### config.mk
export PLATFORM = sky130hd
export DESIGN_NAME = addressed_switch_command_controller_flat
export DESIGN_NICKNAME = d
export VERILOG_FILES = /design/src/hw/rtl/asc_pkg.sv /design/src/hw/rtl/asc_in_if.sv /design/src/hw/rtl/asc_out_if.sv /design/src/hw/rtl/asc_cfg_if.sv /design/src/hw/rtl/asc_front.sv /design/src/hw/rtl/asc_cmd_fifo.sv /design/src/hw/rtl/asc_tx_seq.sv /design/src/hw/rtl/addressed_switch_command_controller.sv /design/src/flat_wrapper.sv
export VERILOG_INCLUDE_DIRS = /design/src /design/src/hw/rtl
export SDC_FILE = /design/constraint.sdc
export NUM_CORES = 1
export LEC_CHECK = 0
export BUFFER_PORTS_ARGS = -buffer_cell sky130_fd_sc_hd__buf_4
export CAP_MARGIN = 20
export CORE_MARGIN = 2
export CORE_UTILIZATION = 40
export CTS_BUF_LIST = sky130_fd_sc_hd__clkbuf_4 sky130_fd_sc_hd__clkbuf_8 sky130_fd_sc_hd__clkbuf_16
export CTS_CLUSTER_DIAMETER = 40
export DETAILED_ROUTE_END_ITERATION = 10
export GPL_TIMING_DRIVEN = 0
export MAX_ROUTING_LAYER = met4
export PLACE_DENSITY = 0.7
export SYNTH_ARGS = -nofsm -noshare
export SYNTH_HDL_FRONTEND = slang
export SYNTH_HIERARCHICAL = 1
export SYNTH_SLANG_ARGS = --single-unit
### constraint.sdc
create_clock -name clk -period 5 [get_ports clk]
set_input_delay 1.5 -clock clk [delete_from_list [all_inputs] [get_ports clk]]
set_output_delay 1.5 -clock clk [all_outputs]
set_load 0.05 [all_outputs]
### src/hw/rtl/addressed_switch_command_controller_assert.svh
// Assertion macros for the files that check their own logic.
// Each macro expects signals named clk and rst_n in the scope of its use.
`ifndef ADDRESSED_SWITCH_COMMAND_CONTROLLER_ASSERT_SVH
`define ADDRESSED_SWITCH_COMMAND_CONTROLLER_ASSERT_SVH

`ifndef NO_ASSERTIONS

// A condition that holds on every clock edge out of reset.
`define ASC_ASSERT_ALWAYS(lbl, cond, msg) \
  lbl: assert property (@(posedge clk) disable iff (!rst_n) (cond)) else $error(msg);

// A consequence that holds in the same cycle as its trigger.
`define ASC_ASSERT_IMPLY(lbl, ante, cons, msg) \
  lbl: assert property (@(posedge clk) disable iff (!rst_n) (ante) |-> (cons)) \
    else $error(msg);

// A consequence that holds in the cycle after its trigger.
`define ASC_ASSERT_NEXT(lbl, ante, cons, msg) \
  lbl: assert property (@(posedge clk) disable iff (!rst_n) (ante) |=> (cons)) \
    else $error(msg);

`else

`define ASC_ASSERT_ALWAYS(lbl, cond, msg)
`define ASC_ASSERT_IMPLY(lbl, ante, cons, msg)
`define ASC_ASSERT_NEXT(lbl, ante, cons, msg)

`endif

`endif

### src/hw/rtl/asc_pkg.sv
package asc_pkg;

  // Receive buffer size as seen by the write index.
  localparam int BUFFER_SIZE  = 32;
  localparam int IDX_W        = $clog2(BUFFER_SIZE);
  // Only the leading frame positions are kept.
  localparam int KEPT_BYTES   = 10;
  localparam int ADDR_BYTES   = 8;
  localparam int CTRL_POS     = 8;
  localparam int DATA_POS     = 9;
  // Feedback frame.
  localparam int FEEDBACK_LEN = 11;
  localparam int CNT_W        = $clog2(FEEDBACK_LEN);
  // Command queue between front and back.
  localparam int Q_DEPTH      = 2;
  localparam int Q_PTR_W      = $clog2(Q_DEPTH);
  localparam int Q_CNT_W      = $clog2(Q_DEPTH + 1);

  localparam int KIND_W       = 2;
  localparam int BYTE_W       = 8;
  localparam int ADDR_W       = 64;
  localparam int DEB_W        = 16;
  localparam int TIME_W       = 32;
  localparam int CFG_IDX_W    = 8;
  localparam int CFG_DATA_W   = 64;

  // Configuration register indexes.
  localparam logic [CFG_IDX_W-1:0] REG_NODE_ADDRESS = 8'd0;
  localparam logic [CFG_IDX_W-1:0] REG_DEBOUNCE_MS  = 8'd1;
  localparam logic [DEB_W-1:0]     DEBOUNCE_RESET   = 16'd200;

  // Link byte codes.
  localparam logic [BYTE_W-1:0] CTRL_SWITCH = 8'hC0;
  localparam logic [BYTE_W-1:0] DATA_ON     = 8'h0F;
  localparam logic [BYTE_W-1:0] DATA_OFF    = 8'h0A;
  localparam logic [BYTE_W-1:0] CR_BYTE     = 8'h0D;
  localparam logic [BYTE_W-1:0] FB_TAG      = 8'hB3;
  localparam logic [BYTE_W-1:0] FB_ON       = 8'h11;
  localparam logic [BYTE_W-1:0] FB_OFF      = 8'hAA;

  typedef enum logic [KIND_W-1:0] {
    KIND_RX    = 2'd0,
    KIND_PRESS = 2'd1,
    KIND_TICK  = 2'd2
  } kind_t;

  // One feedback frame to send: new load level and the sticky flag at that moment.
  typedef struct packed {
    logic load;
    logic ovf;
  } cmd_t;

  typedef struct packed {
    logic valid;
    cmd_t cmd;
  } push_t;

  typedef struct packed {
    logic valid;
    cmd_t cmd;
  } q_head_t;

  typedef struct packed {
    logic [ADDR_W-1:0] node_address;
    logic [DEB_W-1:0]  debounce_ms;
  } cfg_t;

  // Byte k of the feedback frame: fixed address, tag, state code, carriage return.
  function automatic logic [BYTE_W-1:0] feedback_byte(input logic [CNT_W-1:0] k,
                                                       input logic load);
    logic [BYTE_W-1:0] b;
    case (k)
      4'd0:    b = 8'h34;
      4'd1:    b = 8'h32;
      4'd2:    b = 8'h37;
      4'd3:    b = 8'h30;
      4'd4:    b = 8'h37;
      4'd5:    b = 8'h35;
      4'd6:    b = 8'h37;
      4'd7:    b = 8'h41;
      4'd8:    b = FB_TAG;
      4'd9:    b = load ? FB_ON : FB_OFF;
      default: b = CR_BYTE;
    endcase
    return b;
  endfunction

endpackage

### src/hw/rtl/asc_in_if.sv
interface asc_in_if import asc_pkg::*; ();
  logic              valid;
  logic              ready;
  logic [KIND_W-1:0] kind;
  logic [BYTE_W-1:0] rx_byte;

  modport source (output valid, kind, rx_byte, input ready);
  modport sink   (input valid, kind, rx_byte, output ready);
endinterface

### src/hw/rtl/asc_out_if.sv
interface asc_out_if import asc_pkg::*; ();
  logic              valid;
  logic              ready;
  logic [BYTE_W-1:0] tx_byte;
  logic              frame_end;
  logic              load_on;
  logic              overflow_seen;

  modport source (output valid, tx_byte, frame_end, load_on, overflow_seen, input ready);
  modport sink   (input valid, tx_byte, frame_end, load_on, overflow_seen, output ready);
endinterface

### src/hw/rtl/asc_cfg_if.sv
interface asc_cfg_if import asc_pkg::*; ();
  logic                  valid;
  logic                  ready;
  logic [CFG_IDX_W-1:0]  index;
  logic [CFG_DATA_W-1:0] data;

  modport source (output valid, index, data, input ready);
  modport sink   (input valid, index, data, output ready);
endinterface

### src/hw/rtl/asc_front.sv
module asc_front import asc_pkg::*; (
  input  logic        clk,
  input  logic        rst_n,
  input  cfg_t        cfg,
  input  logic        q_full,
  asc_in_if.sink      in_ch,
  output push_t       push
);

  logic [BYTE_W-1:0] store_r [KEPT_BYTES];
  logic [BYTE_W-1:0] store_nxt [KEPT_BYTES];
  logic [IDX_W-1:0]  idx_r, idx_nxt;
  logic              load_r, load_nxt;
  logic              ovf_r, ovf_nxt;
  logic [TIME_W-1:0] ms_r, ms_nxt;
  logic [TIME_W-1:0] last_r, last_nxt;
  logic [TIME_W-1:0] elapsed;
  logic              match;
  logic              accept;

  // Items are taken whenever the command queue has room.
  assign in_ch.ready = !q_full;
  assign accept      = in_ch.valid && in_ch.ready;
  assign elapsed     = ms_r - last_r;

  // Classify the transfer, update the frame and timer state, queue any load change.
  always_comb begin
    store_nxt      = store_r;
    idx_nxt        = idx_r;
    load_nxt       = load_r;
    ovf_nxt        = ovf_r;
    ms_nxt         = ms_r;
    last_nxt       = last_r;
    match          = 1'b1;
    push.valid     = 1'b0;
    push.cmd.load  = load_r;
    push.cmd.ovf   = ovf_r;
    if (accept) begin
      case (kind_t'(in_ch.kind))
        KIND_RX: begin
          if (idx_r < IDX_W'(BUFFER_SIZE - 1)) begin
            for (int i = 0; i < KEPT_BYTES; i++) begin
              if (idx_r == IDX_W'(i)) begin
                store_nxt[i] = in_ch.rx_byte;
              end
            end
            idx_nxt = idx_r + IDX_W'(1);
            if (in_ch.rx_byte == CR_BYTE) begin
              // Frame end: check the address and the switch command, then clear.
              idx_nxt = '0;
              for (int i = 0; i < ADDR_BYTES; i++) begin
                if (store_nxt[i] != cfg.node_address[ADDR_W-1-BYTE_W*i -: BYTE_W]) begin
                  match = 1'b0;
                end
              end
              if (match && store_nxt[CTRL_POS] == CTRL_SWITCH) begin
                if (store_nxt[DATA_POS] == DATA_ON && !load_r) begin
                  load_nxt   = 1'b1;
                  push.valid = 1'b1;
                end else if (store_nxt[DATA_POS] == DATA_OFF && load_r) begin
                  load_nxt   = 1'b0;
                  push.valid = 1'b1;
                end
              end
              for (int i = 0; i < KEPT_BYTES; i++) begin
                store_nxt[i] = '0;
              end
            end
          end else begin
            // Buffer full: drop the byte and restart the frame.
            ovf_nxt = 1'b1;
            idx_nxt = '0;
          end
        end
        KIND_PRESS: begin
          if (elapsed >= TIME_W'(cfg.debounce_ms)) begin
            last_nxt   = ms_r;
            load_nxt   = !load_r;
            push.valid = 1'b1;
          end
        end
        KIND_TICK: begin
          ms_nxt = ms_r + TIME_W'(1);
        end
        default: begin
        end
      endcase
      push.cmd.load = load_nxt;
    end
  end

  // State registers.
  always_ff @(posedge clk) begin
    if (!rst_n) begin
      for (int i = 0; i < KEPT_BYTES; i++) begin
        store_r[i] <= '0;
      end
      idx_r  <= '0;
      load_r <= 1'b0;
      ovf_r  <= 1'b0;
      ms_r   <= '0;
      last_r <= '0;
    end else begin
      store_r <= store_nxt;
      idx_r   <= idx_nxt;
      load_r  <= load_nxt;
      ovf_r   <= ovf_nxt;
      ms_r    <= ms_nxt;
      last_r  <= last_nxt;
    end
  end

endmodule

### src/hw/rtl/asc_cmd_fifo.sv
module asc_cmd_fifo import asc_pkg::*; (
  input  logic    clk,
  input  logic    rst_n,
  input  push_t   push,
  input  logic    pop,
  output q_head_t head,
  output logic    full
);

  cmd_t               mem_r [Q_DEPTH];
  logic [Q_PTR_W-1:0] wr_r, wr_nxt;
  logic [Q_PTR_W-1:0] rd_r, rd_nxt;
  logic [Q_CNT_W-1:0] cnt_r, cnt_nxt;
  logic               do_push, do_pop;

  assign full      = (cnt_r == Q_CNT_W'(Q_DEPTH));
  assign head.valid = (cnt_r != '0);
  assign head.cmd   = mem_r[rd_r];
  assign do_push   = push.valid && !full;
  assign do_pop    = pop && head.valid;

  // Pointer and fill count update.
  always_comb begin
    wr_nxt  = wr_r;
    rd_nxt  = rd_r;
    cnt_nxt = cnt_r;
    if (do_push) begin
      wr_nxt = wr_r + Q_PTR_W'(1);
    end
    if (do_pop) begin
      rd_nxt = rd_r + Q_PTR_W'(1);
    end
    if (do_push && !do_pop) begin
      cnt_nxt = cnt_r + Q_CNT_W'(1);
    end else if (do_pop && !do_push) begin
      cnt_nxt = cnt_r - Q_CNT_W'(1);
    end
  end

  always_ff @(posedge clk) begin
    if (!rst_n) begin
      wr_r  <= '0;
      rd_r  <= '0;
      cnt_r <= '0;
    end else begin
      wr_r  <= wr_nxt;
      rd_r  <= rd_nxt;
      cnt_r <= cnt_nxt;
    end
  end

  // Entry storage needs no reset.
  always_ff @(posedge clk) begin
    if (do_push) begin
      mem_r[wr_r] <= push.cmd;
    end
  end

endmodule

### src/hw/rtl/asc_tx_seq.sv
module asc_tx_seq import asc_pkg::*; (
  input  logic     clk,
  input  logic     rst_n,
  input  q_head_t  head,
  output logic     pop,
  asc_out_if.source out_ch
);

  logic             busy_r, busy_nxt;
  logic [CNT_W-1:0] cnt_r, cnt_nxt;
  cmd_t             cmd_r, cmd_nxt;
  logic             last;
  logic             done;

  // Output fields are decoded combinationally from registers.
  assign out_ch.valid         = busy_r;
  assign out_ch.tx_byte       = feedback_byte(cnt_r, cmd_r.load);
  assign out_ch.frame_end     = last;
  assign out_ch.load_on       = cmd_r.load;
  assign out_ch.overflow_seen = cmd_r.ovf;

  assign last = (cnt_r == CNT_W'(FEEDBACK_LEN - 1));
  assign done = busy_r && out_ch.ready && last;
  assign pop  = head.valid && (!busy_r || done);

  // Step through the frame; take the next command on the cycle the last byte goes.
  always_comb begin
    busy_nxt = busy_r;
    cnt_nxt  = cnt_r;
    cmd_nxt  = cmd_r;
    if (pop) begin
      busy_nxt = 1'b1;
      cnt_nxt  = '0;
      cmd_nxt  = head.cmd;
    end else if (done) begin
      busy_nxt = 1'b0;
    end else if (busy_r && out_ch.ready) begin
      cnt_nxt = cnt_r + CNT_W'(1);
    end
  end

  always_ff @(posedge clk) begin
    if (!rst_n) begin
      busy_r <= 1'b0;
      cnt_r  <= '0;
    end else begin
      busy_r <= busy_nxt;
      cnt_r  <= cnt_nxt;
    end
  end

  always_ff @(posedge clk) begin
    cmd_r <= cmd_nxt;
  end

endmodule

### src/hw/rtl/addressed_switch_command_controller.sv
// A load change is queued, then loaded into the sequencer registers before its bytes go out.
// Throughput: one input item per cycle while the two-entry command queue has room.
// Each load change sends 11 feedback bytes, one per cycle while the sink is ready.
// Reset (rst_n low, synchronous) clears frame buffer, index, timer, load and flags;
// configuration returns to address zero and a debounce of 200 ms.
`include "addressed_switch_command_controller_assert.svh"

module addressed_switch_command_controller import asc_pkg::*; (
  input  logic       clk,
  input  logic       rst_n,
  asc_in_if.sink     in_ch,
  asc_out_if.source  out_ch,
  asc_cfg_if.sink    cfg_ch
);

  cfg_t    cfg_r;
  push_t   push;
  q_head_t head;
  logic    q_full;
  logic    pop;

  // Configuration writes are always taken.
  assign cfg_ch.ready = 1'b1;

  always_ff @(posedge clk) begin
    if (!rst_n) begin
      cfg_r.node_address <= '0;
      cfg_r.debounce_ms  <= DEBOUNCE_RESET;
    end else if (cfg_ch.valid) begin
      case (cfg_ch.index)
        REG_NODE_ADDRESS: cfg_r.node_address <= cfg_ch.data[ADDR_W-1:0];
        REG_DEBOUNCE_MS:  cfg_r.debounce_ms  <= cfg_ch.data[DEB_W-1:0];
        default: begin
        end
      endcase
    end
  end

  // Front end: frame assembly, debounce and load decisions.
  asc_front u_front (
    .clk    (clk),
    .rst_n  (rst_n),
    .cfg    (cfg_r),
    .q_full (q_full),
    .in_ch  (in_ch),
    .push   (push)
  );

  // Queue of pending feedback frames.
  asc_cmd_fifo u_fifo (
    .clk   (clk),
    .rst_n (rst_n),
    .push  (push),
    .pop   (pop),
    .head  (head),
    .full  (q_full)
  );

  // Back end: feedback frame sequencer.
  asc_tx_seq u_tx (
    .clk    (clk),
    .rst_n  (rst_n),
    .head   (head),
    .pop    (pop),
    .out_ch (out_ch)
  );

  // A decision is never made while the queue cannot take it.
  `ASC_ASSERT_IMPLY(a_no_push_full, push.valid, !q_full, "command pushed into a full queue")
  // The closing byte of a feedback frame is always a carriage return.
  `ASC_ASSERT_IMPLY(a_end_is_cr, out_ch.valid && out_ch.frame_end, out_ch.tx_byte == CR_BYTE,
                    "feedback frame does not end with a carriage return")
  // A feedback frame is never broken off before its last byte.
  `ASC_ASSERT_NEXT(a_burst_whole, out_ch.valid && out_ch.ready && !out_ch.frame_end,
                   out_ch.valid, "feedback frame interrupted")

endmodule
### src/flat_wrapper.sv
// flat-port wrapper written by rule: the top's interface ports become plain ports
module addressed_switch_command_controller_flat import asc_pkg::*;
  (clk, rst_n, in_ch_valid, in_ch_kind, in_ch_rx_byte, in_ch_ready, out_ch_valid, out_ch_tx_byte, out_ch_frame_end, out_ch_load_on, out_ch_overflow_seen, out_ch_ready, cfg_ch_valid, cfg_ch_index, cfg_ch_data, cfg_ch_ready);
  asc_in_if in_ch_i ();
  asc_out_if out_ch_i ();
  asc_cfg_if cfg_ch_i ();
  input  logic clk;
  input  logic rst_n;
  input wire logic [$bits(in_ch_i.valid)-1:0] in_ch_valid;
  input wire logic [$bits(in_ch_i.kind)-1:0] in_ch_kind;
  input wire logic [$bits(in_ch_i.rx_byte)-1:0] in_ch_rx_byte;
  output wire logic [$bits(in_ch_i.ready)-1:0] in_ch_ready;
  output wire logic [$bits(out_ch_i.valid)-1:0] out_ch_valid;
  output wire logic [$bits(out_ch_i.tx_byte)-1:0] out_ch_tx_byte;
  output wire logic [$bits(out_ch_i.frame_end)-1:0] out_ch_frame_end;
  output wire logic [$bits(out_ch_i.load_on)-1:0] out_ch_load_on;
  output wire logic [$bits(out_ch_i.overflow_seen)-1:0] out_ch_overflow_seen;
  input wire logic [$bits(out_ch_i.ready)-1:0] out_ch_ready;
  input wire logic [$bits(cfg_ch_i.valid)-1:0] cfg_ch_valid;
  input wire logic [$bits(cfg_ch_i.index)-1:0] cfg_ch_index;
  input wire logic [$bits(cfg_ch_i.data)-1:0] cfg_ch_data;
  output wire logic [$bits(cfg_ch_i.ready)-1:0] cfg_ch_ready;
  assign in_ch_i.valid = in_ch_valid;
  assign in_ch_i.kind = in_ch_kind;
  assign in_ch_i.rx_byte = in_ch_rx_byte;
  assign in_ch_ready = in_ch_i.ready;
  assign out_ch_valid = out_ch_i.valid;
  assign out_ch_tx_byte = out_ch_i.tx_byte;
  assign out_ch_frame_end = out_ch_i.frame_end;
  assign out_ch_load_on = out_ch_i.load_on;
  assign out_ch_overflow_seen = out_ch_i.overflow_seen;
  assign out_ch_i.ready = out_ch_ready;
  assign cfg_ch_i.valid = cfg_ch_valid;
  assign cfg_ch_i.index = cfg_ch_index;
  assign cfg_ch_i.data = cfg_ch_data;
  assign cfg_ch_ready = cfg_ch_i.ready;
  addressed_switch_command_controller u_core (.clk(clk), .rst_n(rst_n), .in_ch(in_ch_i), .out_ch(out_ch_i), .cfg_ch(cfg_ch_i));
endmodule
* Word-level counts from Yosys, hierarchy flattened
Memories as Yosys holds them, arrays and structs flattened. A register that Yosys moved wholly into a read port is not among the register bits. Index checks and enable logic that the tools add are counted.
Cells by class: add/subtract/negate cells 8, order comparisons 2, equality and inequality tests 35, muxes and demuxes 78, bitwise gates (word level) 3, reduce and logical (&&, ||, !) cells 34
Operators with widths (count):
- 2-to-1 mux 8 bit | 41
- 2-to-1 mux 80 bit | 1
- inequality test 8 bit | 8
- case mux 8 bit (8 select lines) | 1
- adder 32 x 1 -> 32 bit, second input constant | 1
- >= comparator 32 x 16 -> 1 bit | 1
- subtractor 32 bit | 1
- 2-to-1 mux 1 bit | 28
- == test 8 x 4 -> 1 bit, second input constant | 3
- == test 5 x 3 -> 1 bit, second input constant | 4
- == test 4 x 3 -> 1 bit, second input constant | 4
- == test 4 bit, second input constant | 3
- logical AND 1 bit | 11
- == test 5 x 2 -> 1 bit, second input constant | 2
- == test 5 x 4 -> 1 bit, second input constant | 2
- 2-to-1 mux 5 bit | 2
- AND reduction 2 bit | 5
- AND reduction 3 bit | 3
- == test 4 x 2 -> 1 bit, second input constant | 2
- == test 8 x 1 -> 1 bit, second input constant | 1
- == test 8 bit, second input constant | 1
- logical NOT 8 bit | 1
- 2-to-1 mux 2 bit | 3
- nonzero test 2 bit | 3
- other kinds (19) | 28
Storage, ports and cells: bits in registers 240, RAM bits 4, input port bits 87, output and inout port bits 14, word-level logic and storage cells 183, memories 1
Memory list:
- u_core.u_fifo.mem_r | depth 2, width 2, read ports 1, clocked after Yosys merged registers in 1, write ports 1, RTL line asc_cmd_fifo.sv:10 | cmd_t mem_r [Q_DEPTH];

* Logic depth before layout (Yosys ltp)
depth after elaboration 29, depth in mapped cells 27, depth with buffers taken out 26

* Hierarchy
The synthesis kept the hierarchy.
By module, submodules not included:
- asc_front | times used 1, cells an instance 1288, area an instance 10583.9 sq um, seq. area each 3022.9 sq um
- addressed_switch_command_controller | times used 1, cells an instance 340, area an instance 3228.1 sq um, seq. area each 1601.5 sq um
- asc_tx_seq | times used 1, cells an instance 68, area an instance 548.0 sq um, seq. area each 160.2 sq um
- asc_cmd_fifo | times used 1, cells an instance 31, area an instance 379.1 sq um, seq. area each 220.2 sq um

* Least setup slack after synthesis
OpenSTA, ideal clock, no wires.
path type register -> register, start point reg u_core.u_front.ms_r[0], end point reg u_core.u_fifo.cnt_r[1], library setup time 0.070 ns, arrival 5.091 ns, required time 4.930 ns, path slack -0.161 ns, cell stages (with the launch flop) 26, buffers on the path 1, clock period less this slack 5.161 ns, path through dfxtp_1 > inv_1 > ha_1 > fa_1 > nand2b_1 > a21oi_1 > o21ai_0 > and2_1 > o21ai_0 > xor2_1 > ha_1 > nor2b_1 > o21ai_0 > o221ai_1 > a2111oi_0 > nand4_1 > a211o_1 > nor4_2 > nor2_2 > buf_4 > o21bai_1 > inv_1 > nor2_1 > ha_1 > or3_1 > a21boi_1
RTL lines:
- start: declaration | RTL line asc_front.sv:15 | logic [TIME_W-1:0] ms_r, ms_nxt;
- start signal: assignment | RTL line asc_front.sv:108 | ms_r <= ms_nxt;
- end signal: assignment | RTL line asc_cmd_fifo.sv:48 | cnt_r <= cnt_nxt;
- end: declaration | RTL line asc_cmd_fifo.sv:13 | logic [Q_CNT_W-1:0] cnt_r, cnt_nxt;

==> run_results.csv <==
group,metric,value,unit
critical_path,crit_slowest_cell,"clkbuf_1",
sta,fmax,202,MHz
global_route,grt_pass1_wl,71.7,mm
critical_path,crit_chain,"buf_4 -> clkbuf_1 -> mux2i_1 -> a22o_1 -> or4_1 -> nor4_2 -> nand4_1 -> o21bai_4 -> inv_2 -> nor2_2 -> ha_2 -> xor2_2 -> or3_4 -> a21boi_2",
pwr,leakage,6.56,nW
sta,fin_tns_setup,0,ns
sta,hold_viol_final,0,
synth,ys.flop_type,"dfxtp_1",
drt,drtIter0Drc,1258,
synth,yosysTopAreaCellShare,32.7,%
critical_path,crit_end,"u_core/u_fifo/cnt_r[1]",
synth,postSynthCellCount,1727,
critical_path,cp-end-kind,"register",
synth,synth_area_leaders,"dfxtp_1, mux2i_1, nand2_1, ha_1, a22oi_1",
sta,rsz0062_at_grt,"true",
cells_and_area,fin_area,17600,um^2
sta,skew,0.0143,ns
cells_and_area,fill_cells,3488,
synth,synthDistinctLibCells,91,
synth,ys_seq_elements,247,
min_path,holdCritStartpoint,"u_core/u_front/last_r[22]",
critical_path,setup.worst_path.start,"in_ch_rx_byte[4]",
synth,syn-cell-area,14700,um^2
drt,avgRoutedWirePerCell,19.3,um
clock_network,tritoncts,"yes",
pwr,vdd_drop_max,0.000203,V
sta,slew_viol_final,0,
drt,drc,0,
synth,async_flop_share,0,%
die,die_area,38400,um^2
critical_path,reg2reg_to,"u_core/u_fifo/cnt_r[1]",
die,pin_count,101,
sta,finalHoldWorstSlack,0.459,ns
run,max_cap_violations,0,
critical_path,cp_max_fo,10,
clock_network,htree_levels,2,
placement,placed_area,16100,um^2
clock_network,cts_sinks,247,
critical_path,path_delay_family,"simple AND/OR/NAND/NOR gates",
clock_network,cts.clk_slew.worst_paths,0.05,ns
die,initial_utilization,40.5,%
synth,synth_common_cells,"nand2_1, dfxtp_1, mux2i_1",
critical_path,max_stage_delay,0.62,ns
critical_path,crit_cells,14,
die,fp.dieH,196,um
critical_path,worst-path-buf-inv,3,
synth,synth_top_cell_by_area,"dfxtp_1",
clock_network,numCtsBuffers,36,
synth,seq_area_frac_synth,34.0,%
sta,fin_crit_sh,99.0,%
die,num_rows,70,
sta,worst_slew_pin_slew,0.998,ns
cells_and_area,antenna_cells,0,
cells_and_area,syn2layout_area_growth,19.5,%
sta,slew_headroom,33.5,%
clock_network,root_buffer,"clkbuf_16",
sta,fin_ws,0.0497,ns
clock_network,clockBufferDepth,3,
cells_and_area,postLayoutCoreUtil,48.4,%
synth,synthMostInstantiatedCell,"nand2_1",
placement,hpwl,34.3,mm
sta,finalSetupViolCount,0,
die,core_area,36400,um^2
synth,syn_area_per_cell,8.53,um^2
drt,dr_total_vias,13400,
cells_and_area,fin_nets,2021,
global_route,antenna_found_initial,0,
global_route,grt_use_total,24.4,%
critical_path,critical_path_class,"in -> reg",
global_route,grt_overflow,0,
global_route,grt_max_degree,14,
synth,synth_edf_count,6,
critical_path,r2r_cells,25,
pwr,power_density,286,nW/um^2
drt,vias_per_cell,5.63,
critical_path,reg2reg_slack,0.07,ns
drt,routed_wl,45.9,mm
synth,yosys_warnings,6,
critical_path,worstPathRequired,5.46,ns
sta,final.min_clock_period,4.95,ns
outcome,status,"complete, no violations",
clock_network,insertion_delay,0.53,ns
critical_path,worstPathArrival,5.41,ns
die,die_w,196,um
drt,first_pass_iters,5,
critical_path,cp-start-kind,"primary input",
critical_path,rr_startpoint,"u_core/u_front/ms_r[0]",
placement,port_buffers,99,
placement,globalplace.congestion,1.02,
placement,dpl_worst_slack,-0.697,ns
global_route,first_global_vias,12700,
synth,syn-num-nets,1872,
cells_and_area,drive_gt1_share,13.9,%
drt,ant_nets,0,
min_path,hp-class,"reg -> reg",
## placed cells by master (no fill, tap or decap), types with 62 or more instances in the layout
cell type / n
inv_1: 73
dfxtp_1: 237
a21oi_1: 62
a22oi_1: 78
mux2i_1: 161
buf_4: 119
nand2_1: 275
nor2b_1: 88
clkbuf_1: 64
## stage by stage
stage,cells,total power [mW]
final,2372,5.04
after global routing,2372,5.19
after CTS,2366,5.07
after detailed placement,2295,2.38
after global placement,2294,2.38
after floorplan,1727,2.23
## logic make-up (layout without fill, tap and decap cells)
family | Yosys count | count (layout) | share of synthesized area [%]
mux | 167 | 167 | 11.4
buf+inv | 173 | 350 | 5.65
flops | 247 | 247 | 34.0
other cells | 1 | 1 | 0.0254
compound gates | 338 | 338 | 15.5
xor+xnor | 85 | 85 | 5.05
simple gates | 658 | 658 | 23.5
fa+ha+maj | 58 | 58 | 4.97
## flip-flops by register name, indices dropped and copies added, names as in the netlist, named ones only
register	count
u_core/u_tx/cnt_r	4
u_core/u_front/ovf_r	1
u_core/u_tx/out_ch.load_on	1
u_core/u_front/store_r	80
u_core/u_fifo/mem_r	4
u_core/cfg_r	80
u_core/u_fifo/wr_r	1
u_core/u_front/ms_r	32
u_core/u_fifo/cnt_r	2
u_core/u_front/load_r	1
u_core/u_front/last_r	32
u_core/u_tx/out_ch.overflow_seen	1
u_core/u_front/idx_r	5
u_core/u_tx/out_ch.valid	1
u_core/u_fifo/rd_r	1
## tightest hold or removal path, cell delays in order, from the launching register on
cell and delay (ns):
dfxtp_1 0.30, nand2_1 0.05, mux2i_1 0.05
## repair_timing
action | 4_1_cts | 5_1_grt
buffers inserted | 7 | 6
pin swaps | 11 | 15
endpoints found under the setup margin | 7 | 2
hold buffers | 0 | 0
gates resized for setup | 11 | 30
## report_power, final
part | leakage (nW) | switching, mW | total [mW] | internal, mW
clock | 0.612 | 0.993 | 2.68 | 1.68
combinational | 3.95 | 0.220 | 0.368 | 0.148
sequential | 2.00 | 0.0104 | 2.00 | 1.99
total | 6.56 | 1.22 | 5.04 | 3.82
## routing by layer
layer / up-vias / track usage, % / wire length (um)
met4: 0 / 7.80 / 1260
li1: 6417 / - / -
met2: 498 / 36.6 / 20000
met5: - / - / 0
met1: 6360 / 32.5 / 20700
met3: 80 / 5.57 / 3890
## cell type report
type                            count  area, um^2  share of cell area (%)
Inverter                           77         289                    1.64
Sequential cell                   247        5010                    28.4
Buffer                             94         533                    3.03
Clock buffer                       41         975                    5.53
Clock inverter                     25         307                    1.74
Tap cell                          468         586                    3.32
Multi-Input combinational cell   1307        9070                    51.5
Timing Repair Buffer              113         852                    4.84
## worst min path at each step
stage          cells after the start  slack, ns                         to
2_1_floorplan                      2       0.43           u_core/cfg_r[38]
4_1_cts                            2       0.46   u_core/u_front/last_r[7]
5_1_grt                            2       0.48  u_core/u_front/last_r[11]
3_3_place_gp                       2       0.44  u_core/u_front/last_r[22]
3_5_place_dp                       2       0.45   u_core/u_front/last_r[7]
6_report                           2       0.46  u_core/u_front/last_r[22]
Note: power is estimated with default switching activity, not from simulation.
